<file path="src/hdl/address_list_cam_defines.svh">
// Assertion macros for the address list CAM.
// Included by modules that check their own logic; needs clk and rst_n in scope.
`ifndef ADDRESS_LIST_CAM_DEFINES_SVH
`define ADDRESS_LIST_CAM_DEFINES_SVH
`ifndef SYNTHESIS
// Same-cycle implication, checked outside reset.
`define ALC_ASSERT_IMP(label, ante, cons) \
    label: assert property (@(posedge clk) disable iff (!rst_n) (ante) |-> (cons)) \
        else $error("address_list_cam: check failed");
// Next-cycle implication, checked outside reset.
`define ALC_ASSERT_NXT(label, ante, cons) \
    label: assert property (@(posedge clk) disable iff (!rst_n) (ante) |=> (cons)) \
        else $error("address_list_cam: check failed");
`else
`define ALC_ASSERT_IMP(label, ante, cons)
`define ALC_ASSERT_NXT(label, ante, cons)
`endif
`endif

</file>
<file path="src/hdl/alc_pkg.sv">
// Shared types and constants for the address list CAM.
// No dependencies; used by alc_cell and address_list_cam.
package alc_pkg;

    localparam int DEFAULT_LIST_DEPTH = 16;
    localparam int ENTRY_W            = 56;
    localparam int ADDR_W             = 48;
    localparam int ATYPE_W            = 8;
    localparam int CMD_W              = 2;
    localparam int COUNT_OUT_W        = 5;

    // Command codes
    localparam logic [CMD_W-1:0] CMD_ADD    = 2'd0;
    localparam logic [CMD_W-1:0] CMD_REMOVE = 2'd1;
    localparam logic [CMD_W-1:0] CMD_QUERY  = 2'd2;

    typedef logic [ENTRY_W-1:0] entry_t;

    // Per-cell strobes from the sequencer
    typedef struct packed {
        logic cmp;    // register compare result
        logic load;   // store the key (append)
        logic shift;  // take the upper neighbour's entry (remove)
    } cell_ctrl_t;

endpackage

</file>
<file path="src/hdl/alc_cell.sv">
// One slot of the address list: holds an entry and its compare result.
// Depends on alc_pkg.
module alc_cell
    import alc_pkg::*;
(
    input  logic       clk,
    input  cell_ctrl_t ctrl,
    input  entry_t     key,
    input  logic       in_range,   // slot index below the entry count
    input  entry_t     nbr_entry,  // entry of the slot above
    output entry_t     entry,
    output logic       match
);

    entry_t entry_reg;
    entry_t entry_next;
    logic   match_reg;
    logic   match_next;

    // Next entry: append, shift down or hold; next match flag: compare or hold
    always_comb
    begin
        entry_next = entry_reg;
        if (ctrl.load)
        begin
            entry_next = key;
        end
        else if (ctrl.shift)
        begin
            entry_next = nbr_entry;
        end
        match_next = match_reg;
        if (ctrl.cmp)
        begin
            match_next = in_range && (entry_reg == key);
        end
    end

    // Payload registers, no reset needed
    always_ff @(posedge clk)
    begin
        entry_reg <= entry_next;
        match_reg <= match_next;
    end

    assign entry = entry_reg;
    assign match = match_reg;

endmodule

</file>
<file path="src/hdl/address_list_cam.sv">
// Address list CAM top level: command sequencer, count and a row of alc_cell slots.
// Depends on alc_pkg, alc_cell and address_list_cam_defines.svh.
//
//  channel | dir | tdata fields (lowest bit first)
//  s_*     | in  | cmd[1:0], addr[49:2], atype[57:50], zero pad to 64
//  m_*     | out | ok[0], entry_count[5:1], zero pad to 8
//
// Each command passes through accept, compare in every slot, prefix of the
// match flags, then update of the slots and the count with the result written.
// The update waits while the previous result is not yet taken on m_*.
// A new command is accepted while a result waits in the output register.
// Reset clears the count and control state; slot contents stay undefined
// and are never read above the count.
`include "address_list_cam_defines.svh"
module address_list_cam
    import alc_pkg::*;
#(
    parameter int LIST_DEPTH = DEFAULT_LIST_DEPTH
)
(
    input  logic        clk,
    input  logic        rst_n,
    input  logic        s_tvalid,
    output logic        s_tready,
    input  logic [63:0] s_tdata,   // cmd[1:0], addr[49:2], atype[57:50]
    output logic        m_tvalid,
    input  logic        m_tready,
    output logic [7:0]  m_tdata    // ok[0], entry_count[5:1]
);

    localparam int CW = $clog2(LIST_DEPTH + 1);

    localparam logic [1:0] ST_IDLE = 2'd0;
    localparam logic [1:0] ST_CMP  = 2'd1;
    localparam logic [1:0] ST_PFX  = 2'd2;
    localparam logic [1:0] ST_UPD  = 2'd3;

    logic [1:0]            state_reg;
    logic [1:0]            state_next;
    logic [CMD_W-1:0]      cmd_reg;
    entry_t                key_reg;
    logic [CW-1:0]         count_reg;
    logic [CW-1:0]         count_next;
    logic [LIST_DEPTH-1:0] shift_vec_reg;
    logic [LIST_DEPTH-1:0] shift_vec_next;
    logic                  found_reg;
    logic                  m_valid_reg;
    logic [7:0]            m_data_reg;
    logic [7:0]            m_data_next;

    logic [LIST_DEPTH-1:0] match_vec;
    entry_t                entry_vec [LIST_DEPTH];
    cell_ctrl_t            ctrl_vec  [LIST_DEPTH];

    logic                  accept;
    logic                  upd_go;
    logic                  add_ok;
    logic                  rm_ok;
    logic                  res_ok;
    logic                  full;
    logic [CW+COUNT_OUT_W-1:0] count_wide;

    assign accept   = s_tvalid && s_tready;
    assign s_tready = (state_reg == ST_IDLE);
    assign upd_go   = (state_reg == ST_UPD) && (!m_valid_reg || m_tready);
    assign full     = (count_reg == CW'(LIST_DEPTH));
    assign add_ok   = (cmd_reg == CMD_ADD) && !found_reg && !full;
    assign rm_ok    = (cmd_reg == CMD_REMOVE) && found_reg;

    // Row of slots; each hands its entry to the slot below on a remove
    for (genvar i = 0; i < LIST_DEPTH; i++)
    begin : g_cell
        entry_t nbr;
        logic   in_range;

        if (i == LIST_DEPTH - 1)
        begin : g_top
            assign nbr = '0;
        end
        else
        begin : g_mid
            assign nbr = entry_vec[i+1];
        end

        assign in_range       = (CW'(i) < count_reg);
        assign ctrl_vec[i].cmp   = (state_reg == ST_CMP);
        assign ctrl_vec[i].load  = upd_go && add_ok && (CW'(i) == count_reg);
        assign ctrl_vec[i].shift = upd_go && rm_ok && shift_vec_reg[i];

        alc_cell u_cell (
            .clk       (clk),
            .ctrl      (ctrl_vec[i]),
            .key       (key_reg),
            .in_range  (in_range),
            .nbr_entry (nbr),
            .entry     (entry_vec[i]),
            .match     (match_vec[i])
        );
    end

    // Prefix OR of match flags: every slot from the hit upwards shifts down
    always_comb
    begin
        shift_vec_next = match_vec;
        for (int s = 1; s < LIST_DEPTH; s = s * 2)
        begin
            shift_vec_next = shift_vec_next | (shift_vec_next << s);
        end
    end

    // Result and count update
    always_comb
    begin
        count_next = count_reg;
        if (add_ok)
        begin
            count_next = count_reg + CW'(1);
        end
        else if (rm_ok)
        begin
            count_next = count_reg - CW'(1);
        end
        unique case (cmd_reg)
            CMD_ADD:    res_ok = add_ok;
            CMD_REMOVE: res_ok = rm_ok;
            CMD_QUERY:  res_ok = found_reg;
            default:    res_ok = 1'b0;
        endcase
        count_wide  = (CW+COUNT_OUT_W)'(count_next);
        m_data_next = {2'b00, count_wide[COUNT_OUT_W-1:0], res_ok};
    end

    // Sequencer
    always_comb
    begin
        state_next = state_reg;
        unique case (state_reg)
            ST_IDLE: if (accept) state_next = ST_CMP;
            ST_CMP:  state_next = ST_PFX;
            ST_PFX:  state_next = ST_UPD;
            ST_UPD:  if (upd_go) state_next = ST_IDLE;
            default: state_next = ST_IDLE;
        endcase
    end

    // Control registers
    always_ff @(posedge clk or negedge rst_n)
    begin
        if (!rst_n)
        begin
            state_reg   <= ST_IDLE;
            count_reg   <= '0;
            m_valid_reg <= 1'b0;
        end
        else
        begin
            state_reg <= state_next;
            if (upd_go)
            begin
                count_reg   <= count_next;
                m_valid_reg <= 1'b1;
            end
            else if (m_tready)
            begin
                m_valid_reg <= 1'b0;
            end
        end
    end

    // Payload registers
    always_ff @(posedge clk)
    begin
        if (accept)
        begin
            cmd_reg <= s_tdata[CMD_W-1:0];
            key_reg <= {s_tdata[CMD_W+ADDR_W+ATYPE_W-1:CMD_W+ADDR_W],
                        s_tdata[CMD_W+ADDR_W-1:CMD_W]};
        end
        if (state_reg == ST_PFX)
        begin
            shift_vec_reg <= shift_vec_next;
            found_reg     <= |match_vec;
        end
        if (upd_go)
        begin
            m_data_reg <= m_data_next;
        end
    end

    assign m_tvalid = m_valid_reg;
    assign m_tdata  = m_data_reg;

    // Checks
    `ALC_ASSERT_IMP(a_count_bound, 1'b1, count_reg <= CW'(LIST_DEPTH))
    `ALC_ASSERT_IMP(a_unique_hit, state_reg == ST_PFX, $onehot0(match_vec))
    `ALC_ASSERT_IMP(a_shift_found, state_reg == ST_UPD, (shift_vec_reg != '0) == found_reg)
    `ALC_ASSERT_NXT(a_remove_count, upd_go && rm_ok, count_reg == $past(count_reg) - CW'(1))
    `ALC_ASSERT_NXT(a_accept_cmp, accept, state_reg == ST_CMP)

endmodule
</file>
<file path="config.mk">
export PLATFORM = sky130hd
export DESIGN_NAME = address_list_cam
export DESIGN_NICKNAME = d
export VERILOG_FILES = /design/src/hdl/alc_pkg.sv /design/src/hdl/alc_cell.sv /design/src/hdl/address_list_cam.sv
export VERILOG_INCLUDE_DIRS = /design/src /design/src/hdl
export SDC_FILE = /design/constraint.sdc
export NUM_CORES = 2
export LEC_CHECK = 0
export BUFFER_PORTS_ARGS = -buffer_cell sky130_fd_sc_hd__buf_2
export CORE_MARGIN = 4
export CORE_UTILIZATION = 24
export CTS_BUF_LIST = sky130_fd_sc_hd__clkbuf_4 sky130_fd_sc_hd__clkbuf_8
export CTS_CLUSTER_DIAMETER = 40
export DETAILED_ROUTE_END_ITERATION = 10
export SLEW_MARGIN = 40
export SYNTH_ARGS = -nofsm -noshare
export SYNTH_HDL_FRONTEND = slang
export SYNTH_SLANG_ARGS = --single-unit
</file>
<file path="constraint.sdc">
create_clock -name clk -period 4.95 [get_ports clk]
set_input_delay 0 -clock clk [delete_from_list [all_inputs] [get_ports clk]]
set_output_delay 0 -clock clk [all_outputs]
set_load 0.01 [all_outputs]
</file>
# Word level (Yosys, flattened, before mapping)
# Cells that the tools add are included.
# W data, S select, Z words.
dict set report word_totals {
  regBits 1001
  inputBits 68
  output_inout_bits 10
  elab_cells 222
}
dict set report op_classes {
  n_addsub 2
  order_cmp 16
  eq_ne 39
  muxes 40
  n_bitwise 4
  reduce_logical 81
}
# op n
set op_table {}
lappend op_table {{$mux W56} 32}
lappend op_table {{$eq A56 B56 Y1} 16}
lappend op_table {{$or A16 B16 Y16} 4}
lappend op_table {{$logic_and A1 B1 Y1} 55}
lappend op_table {{$eq A4 B5 Y1 const A} 8}
lappend op_table {{$lt A4 B5 Y1 const A} 8}
lappend op_table {{$reduce_bool A2 Y1} 17}
lappend op_table {{$eq A3 B5 Y1 const A} 4}
lappend op_table {{$lt A3 B5 Y1 const A} 4}
lappend op_table {{$reduce_or A16 Y1} 1}
lappend op_table {{$eq A2 B5 Y1 const A} 2}
lappend op_table {{$lt A1 B5 Y1 const A} 2}
lappend op_table {{$lt A2 B5 Y1 const A} 2}
lappend op_table {{$mux W5} 2}
lappend op_table {{$pmux W2 S4} 1}
lappend op_table {{$eq A2 B2 Y1 const B} 3}
lappend op_table {{$add A5 B1 Y5 const B} 1}
lappend op_table {{$eq A1 B5 Y1 const A} 1}
lappend op_table {{$eq A5 B5 Y1 const B} 1}
lappend op_table {{$logic_not A5 Y1} 1}
lappend op_table {{$sub A5 B1 Y5 const B} 1}
lappend op_table {{$eq A2 B1 Y1 const B} 2}
lappend op_table {{$logic_not A2 Y1} 2}
lappend op_table {{$mux W2} 2}
lappend op_table {{7 further kinds} 10}

# Longest topological paths before layout
dict set report logic_depth {
  word_depth 7
  ltp_mapped 8
  mapped_depth_nobuf 7
}

# Hierarchy
# Synthesis repeated with hierarchy kept, for this count alone.
dict set report unflattened {
  hier_cells 3605
  hier_area_um2 52321.4
}
# mod n_inst cells_per_inst area_per_inst_um2
set modules_own_cells {}
lappend modules_own_cells {alc_cell 16 210 3046.7}
lappend modules_own_cells {address_list_cam 1 245 3574.7}

# Least setup slack after synthesis
# Ideal clock, no wire load.
dict set report synth_path {
  path_kind {register to register}
  startpoint {register cmd_reg[0]}
  endpoint {register g_cell[15].u_cell.entry_reg[0] (enable)}
  setup_ns 0.489
  arrival_ns 3.972
  t_required_ns 4.461
  slack_ns 0.488
  path_stages_with_launch 6
  path_buffers 1
  period_less_slack_ns 4.462
  path_cell_list {edfxtp_1 > nor3_4 > nand3_2 > or3_1 > buf_2 > o22ai_1}
}
dict set report synth_between {
  elab_chain_len 6
  word_cells_on_any_way 10
}
# element line_no
set synth_lines {}
lappend synth_lines {{start, declared} address_list_cam.sv:40} ;# logic [CMD_W-1:0] cmd_reg;
lappend synth_lines {{start signal, assigned} address_list_cam.sv:175} ;# cmd_reg <= s_tdata[CMD_W-1:0];
lappend synth_lines {{$logic_not A2 Y1} address_list_cam.sv:67} ;# assign add_ok = (cmd_reg == CMD_ADD) && !found_reg && !full;
lappend synth_lines {{$logic_and A1 B1 Y1 (2 in series)} address_list_cam.sv:67}
lappend synth_lines {{$logic_and A1 B1 Y1 (2 in series)} address_list_cam.sv:87} ;# assign ctrl_vec[i].load = upd_go && add_ok && (CW'(i) == count_reg);
lappend synth_lines {{$reduce_bool A2 Y1 (no source line) (*)} --}
lappend synth_lines {{end signal, assigned} alc_cell.sv:42} ;# entry_reg <= entry_next;
lappend synth_lines {{end, declared} alc_cell.sv:15} ;# entry_t entry_reg;
# Mark *: on every way between the ends. The rest lies on a longest branch, timed or not.
# A chain may end at the register's enable or synchronous reset.

# Worst setup path after layout
dict set report layout_path {
  startpoint {register cmd_reg[1]}
  endpoint {register g_cell[14].u_cell.entry_reg[20] (enable)}
}
dict set report layout_between {
  elab_chain_len 6
  word_cells_on_any_way 10
}
# element line_no
set layout_lines {}
lappend layout_lines {{$logic_not A2 Y1} address_list_cam.sv:67}
lappend layout_lines {{$logic_and A1 B1 Y1 (2 in series)} address_list_cam.sv:67}
lappend layout_lines {{$logic_and A1 B1 Y1 (2 in series)} address_list_cam.sv:87}
lappend layout_lines {{$reduce_bool A2 Y1 (no source line) (*)} --}
lappend layout_lines {{end signal, assigned} alc_cell.sv:42}
lappend layout_lines {{end, declared} alc_cell.sv:15}
# Marks and branches as above.

==> impl_results.md <==
- Outcome: finished, final reports clean
- Detail Route Antenna Nets: 0
- Fin nets: around 3900
- Sequential fraction of the synthesis area: 0.5776
- Worst EP arrival: roughly 4.2 ns
- Pwr Density: a little under 400 mW/mm²
- CTS Buf Count: around 180
- Total negative slack: 0 ns
- Total grt overflow: 0
- Met3 GRT Util: 0.04149
- Wire per inst: 27.35 µm
- Global-route wire length before repair: 256500 µm
- Clock skew: roughly 0.05 ns
- Htree depth: 4
- Detailed-route wire length: 186100 µm
- Largest net degree at the start of global routing: between 50 and 60
- Mapped Avg Cell Area: ~14 µm²
- WP data required: 5.51 ns
- FF-to-FF setup slack: approximately 1.3 ns
- CTS tree: yes
- Reg clk slew, reported paths: roughly 0.060 ns
- Crit path max fanout: 57
- R2R Path Start: cmd_reg[1]
- Root buf cell: clkbuf_8
- Crit end category: register
- DP Wirelength: between 100000 and 150000 µm
- Top Usage Layer GRT: met2
- Crit path kind: register to register
- 1st-pass router iterations: 5
- Distinct cells, synth: 64
- Final std cells w/o fill: between 6000 and 7000
- Post-Place Cells: approximately 6400
- Die W: roughly 470 µm
- PnR Total Power: approximately 24 mW
- Dpl ws: between 1 and 1.5 ns
- Synth Cell Area: 0.05192 mm²
- Final worst slack: about 1.3 ns
- Post-synth EDFFs: around 990
- Worst Hold Class: input pin to register
- Vias: between 30000 and 40000
- Minimum clock period: 3.620 ns
- Layout filler cell count: roughly 22000
- Period utilization: 0.7313
- Hold Vio Cnt, Final: 0
- Worst reg2reg path endpoint: g_cell[14].u_cell.entry[20]
- Post-synth top flop: edfxtp_1
- Asr flop ratio synth: 0.008000
- Post-Synthesis Cells: ~3600
- Slew HR: 0.3477
- Area growth from synthesis to layout: 17.07%
- Peak VDD IR: ~0.00023 V
- DR DRC count: 0
- Worst-Margin Slew: a little under 1 ns
- Cell row count: between 150 and 200
- Vias per std cell: 4.732
- Met1 Use GR: 0.2204
- Max-slew violations: 0
- Initial antenna violation count: 10
- Post-CTS sizing: 0
- Io pins: 78
- IO Port Bufs: between 60 and 70
- RSZ-0062 raised after global routing: no
- Clk sinks: 1000
- Leakage: ~20 nW
- Die height: roughly 470 µm
- M2 GR Usage: 0.2448
- Final count of negative-setup-slack endpoints: 0
- Max Cap Viol: 0
- Share of cells above drive strength 1: 0.3480
- Fmax: roughly 280 MHz
- Initial DRC Count: 3845
- Largest register FFs: between 800 and 900
- Gpl congestion: 0.9387
- Gr usage total: 0.1621
- Later-pin clock latency in the skew report: approximately 0.9 ns
- Register bit total from synthesis: 1000
- Starting Density: 0.2417
- Yosys Warn Count: 0
- Worst-case clock buffer depth: 3
- Type of origin of the critical path: register
- Worst hold slack: between 0.08 and 0.09 ns
- Placeable Area: 0.2148 mm²
- Worst Reg-to-Reg Cells: 8
- Worst setup path endpoint: g_cell[14].u_cell.entry[20]
- Critical path launch point: cmd_reg[1]
- Die area: 0.2238 mm²
- Vias in the first global route: 32380
-- power breakdown --
| group | internal [mW] | total [mW] | switching (mW) |
|---|---|---|---|
| sequential | 10.2 | 10.9 | 0.754 |
| clock | 4.00 | 7.72 | 3.72 |
| combinational | 1.62 | 4.88 | 3.26 |
-- cell usage in the layout, fill, tap and decap left out, types with 5 or more instances in the layout --
cell type	instances
edfxtp_1	992
mux2_2	817
xor2_1	511
xnor2_1	366
clkbuf_8	177
nor4_1	146
buf_4	140
dlygate4sd3_1	121
nand4_1	116
buf_2	69
clkbuf_4	43
clkinv_1	42
nor3_1	39
and3_1	39
inv_1	37
nand2_1	30
clkinv_2	22
buf_12	20
nand2_2	19
nand3_1	16
mux2_1	15
nor2_1	15
clkinvlp_4	11
o22ai_1	9
mux2i_1	8
ha_1	8
clkinv_4	8
dfrtp_1	8
a21oi_1	7
o21ai_0	6
bufinv_16	6
buf_6	6
a221oi_1	5
-- critical path, stage by stage, from the launching register on --
cell and delay [ns]:
edfxtp_1 0.47, nor3_4 0.27, nand3_2 0.34, nor3_2 0.27, buf_4 0.44, nand2_2 0.09
buf_4 0.38, nand2_2 0.58, buf_4 0.39
-- cells in the mapped netlist, types with 5 or more instances --
cell type / number / area (µm²)
buf_4: 11 / 82.58
a221oi_1: 5 / 43.79
buf_2: 54 / 270.3
mux2i_1: 8 / 80.08
a21o_1: 5 / 37.54
nor4_1: 146 / 913.4
nand4_1: 116 / 725.7
and3_1: 39 / 244.0
nor2_1: 16 / 60.06
dfrtp_1: 8 / 200.2
nor3_1: 41 / 205.2
xnor2_1: 366 / 3206
mux2_2: 817 / 9200
o21ai_0: 6 / 30.03
edfxtp_1: 992 / 29790
nand2_1: 50 / 187.7
xor2_1: 511 / 4476
ha_1: 9 / 112.6
o22ai_1: 10 / 62.56
nand3_1: 16 / 80.08
inv_1: 37 / 138.9
mux2_1: 15 / 168.9
a21oi_1: 7 / 35.03
buf_1: 59 / 221.5
buf_6: 6 / 67.56
clkbuf_1: 196 / 735.7
-- worst min-delay path by stage --
stage / start / to / slack (ns) / depth (start not counted)
6_report: s_tvalid / state_reg[1] / 0.09 / 6
5_1_grt: rst_n / count_reg[2] / 0.11 / 3
4_1_cts: s_tvalid / state_reg[1] / 0.01 / 6
3_5_place_dp: rst_n / m_tvalid / -0.14 / 1
3_3_place_gp: rst_n / m_tvalid / -0.13 / 1
2_1_floorplan: rst_n / count_reg[0] / -0.30 / 0
-- cell type report --
cell class | instances | area, µm² | area share
Tap cell | 2838 | 3551 | 0.05842
Antenna cell | 3 | 7.507 | 0.0001235
Clock buffer | 220 | 2759 | 0.04539
Timing Repair Buffer | 359 | 3120 | 0.05134
Multi-Input combinational cell | 2250 | 20530 | 0.3378
Inverter | 39 | 146.4 | 0.002408
Clock inverter | 95 | 678.2 | 0.01116
Sequential cell | 1000 | 29990 | 0.4934
-- stage by stage --
| stage | util | cell area, µm² |
|---|---|---|
| final | 0.2829 | 60790 |
| after CTS | 0.2829 | 60780 |
| after global routing | 0.2829 | 60780 |
| after global placement | 0.2606 | 55990 |
| after floorplan | - | 51920 |
| after detailed placement | 0.2613 | 56130 |
-- cells by family (layout without fill, tap and decap cells) --
kind of cell / Yosys count / count (layout) / synth area share
compound gates: 62 / 62 / 0.008700
xor+xnor: 877 / 877 / 0.1479
fa+ha+maj: 9 / 9 / 0.002169
buf+inv: 365 / 713 / 0.02935
flops: 1000 / 1000 / 0.5776
mux: 840 / 840 / 0.1820
other cells: 1 / 5 / 0.00007223
simple gates: 460 / 460 / 0.05220
-- layer usage --
metal	vias to the layer above	part of all wire
li1	13770	-
met1	16350	0.42
met2	1712	0.44
met3	360	0.093
met4	8	0.045
met5	-	0.00030
-- repair_timing --
action / 4_1_cts / 5_1_grt
endpoints found under the setup margin: 0 / 0
hold buffers: 121 / 0
endpoints found under the hold margin: 97 / 0
buffers inserted: 0 / 0
Power figures use the tool's default switching activity.
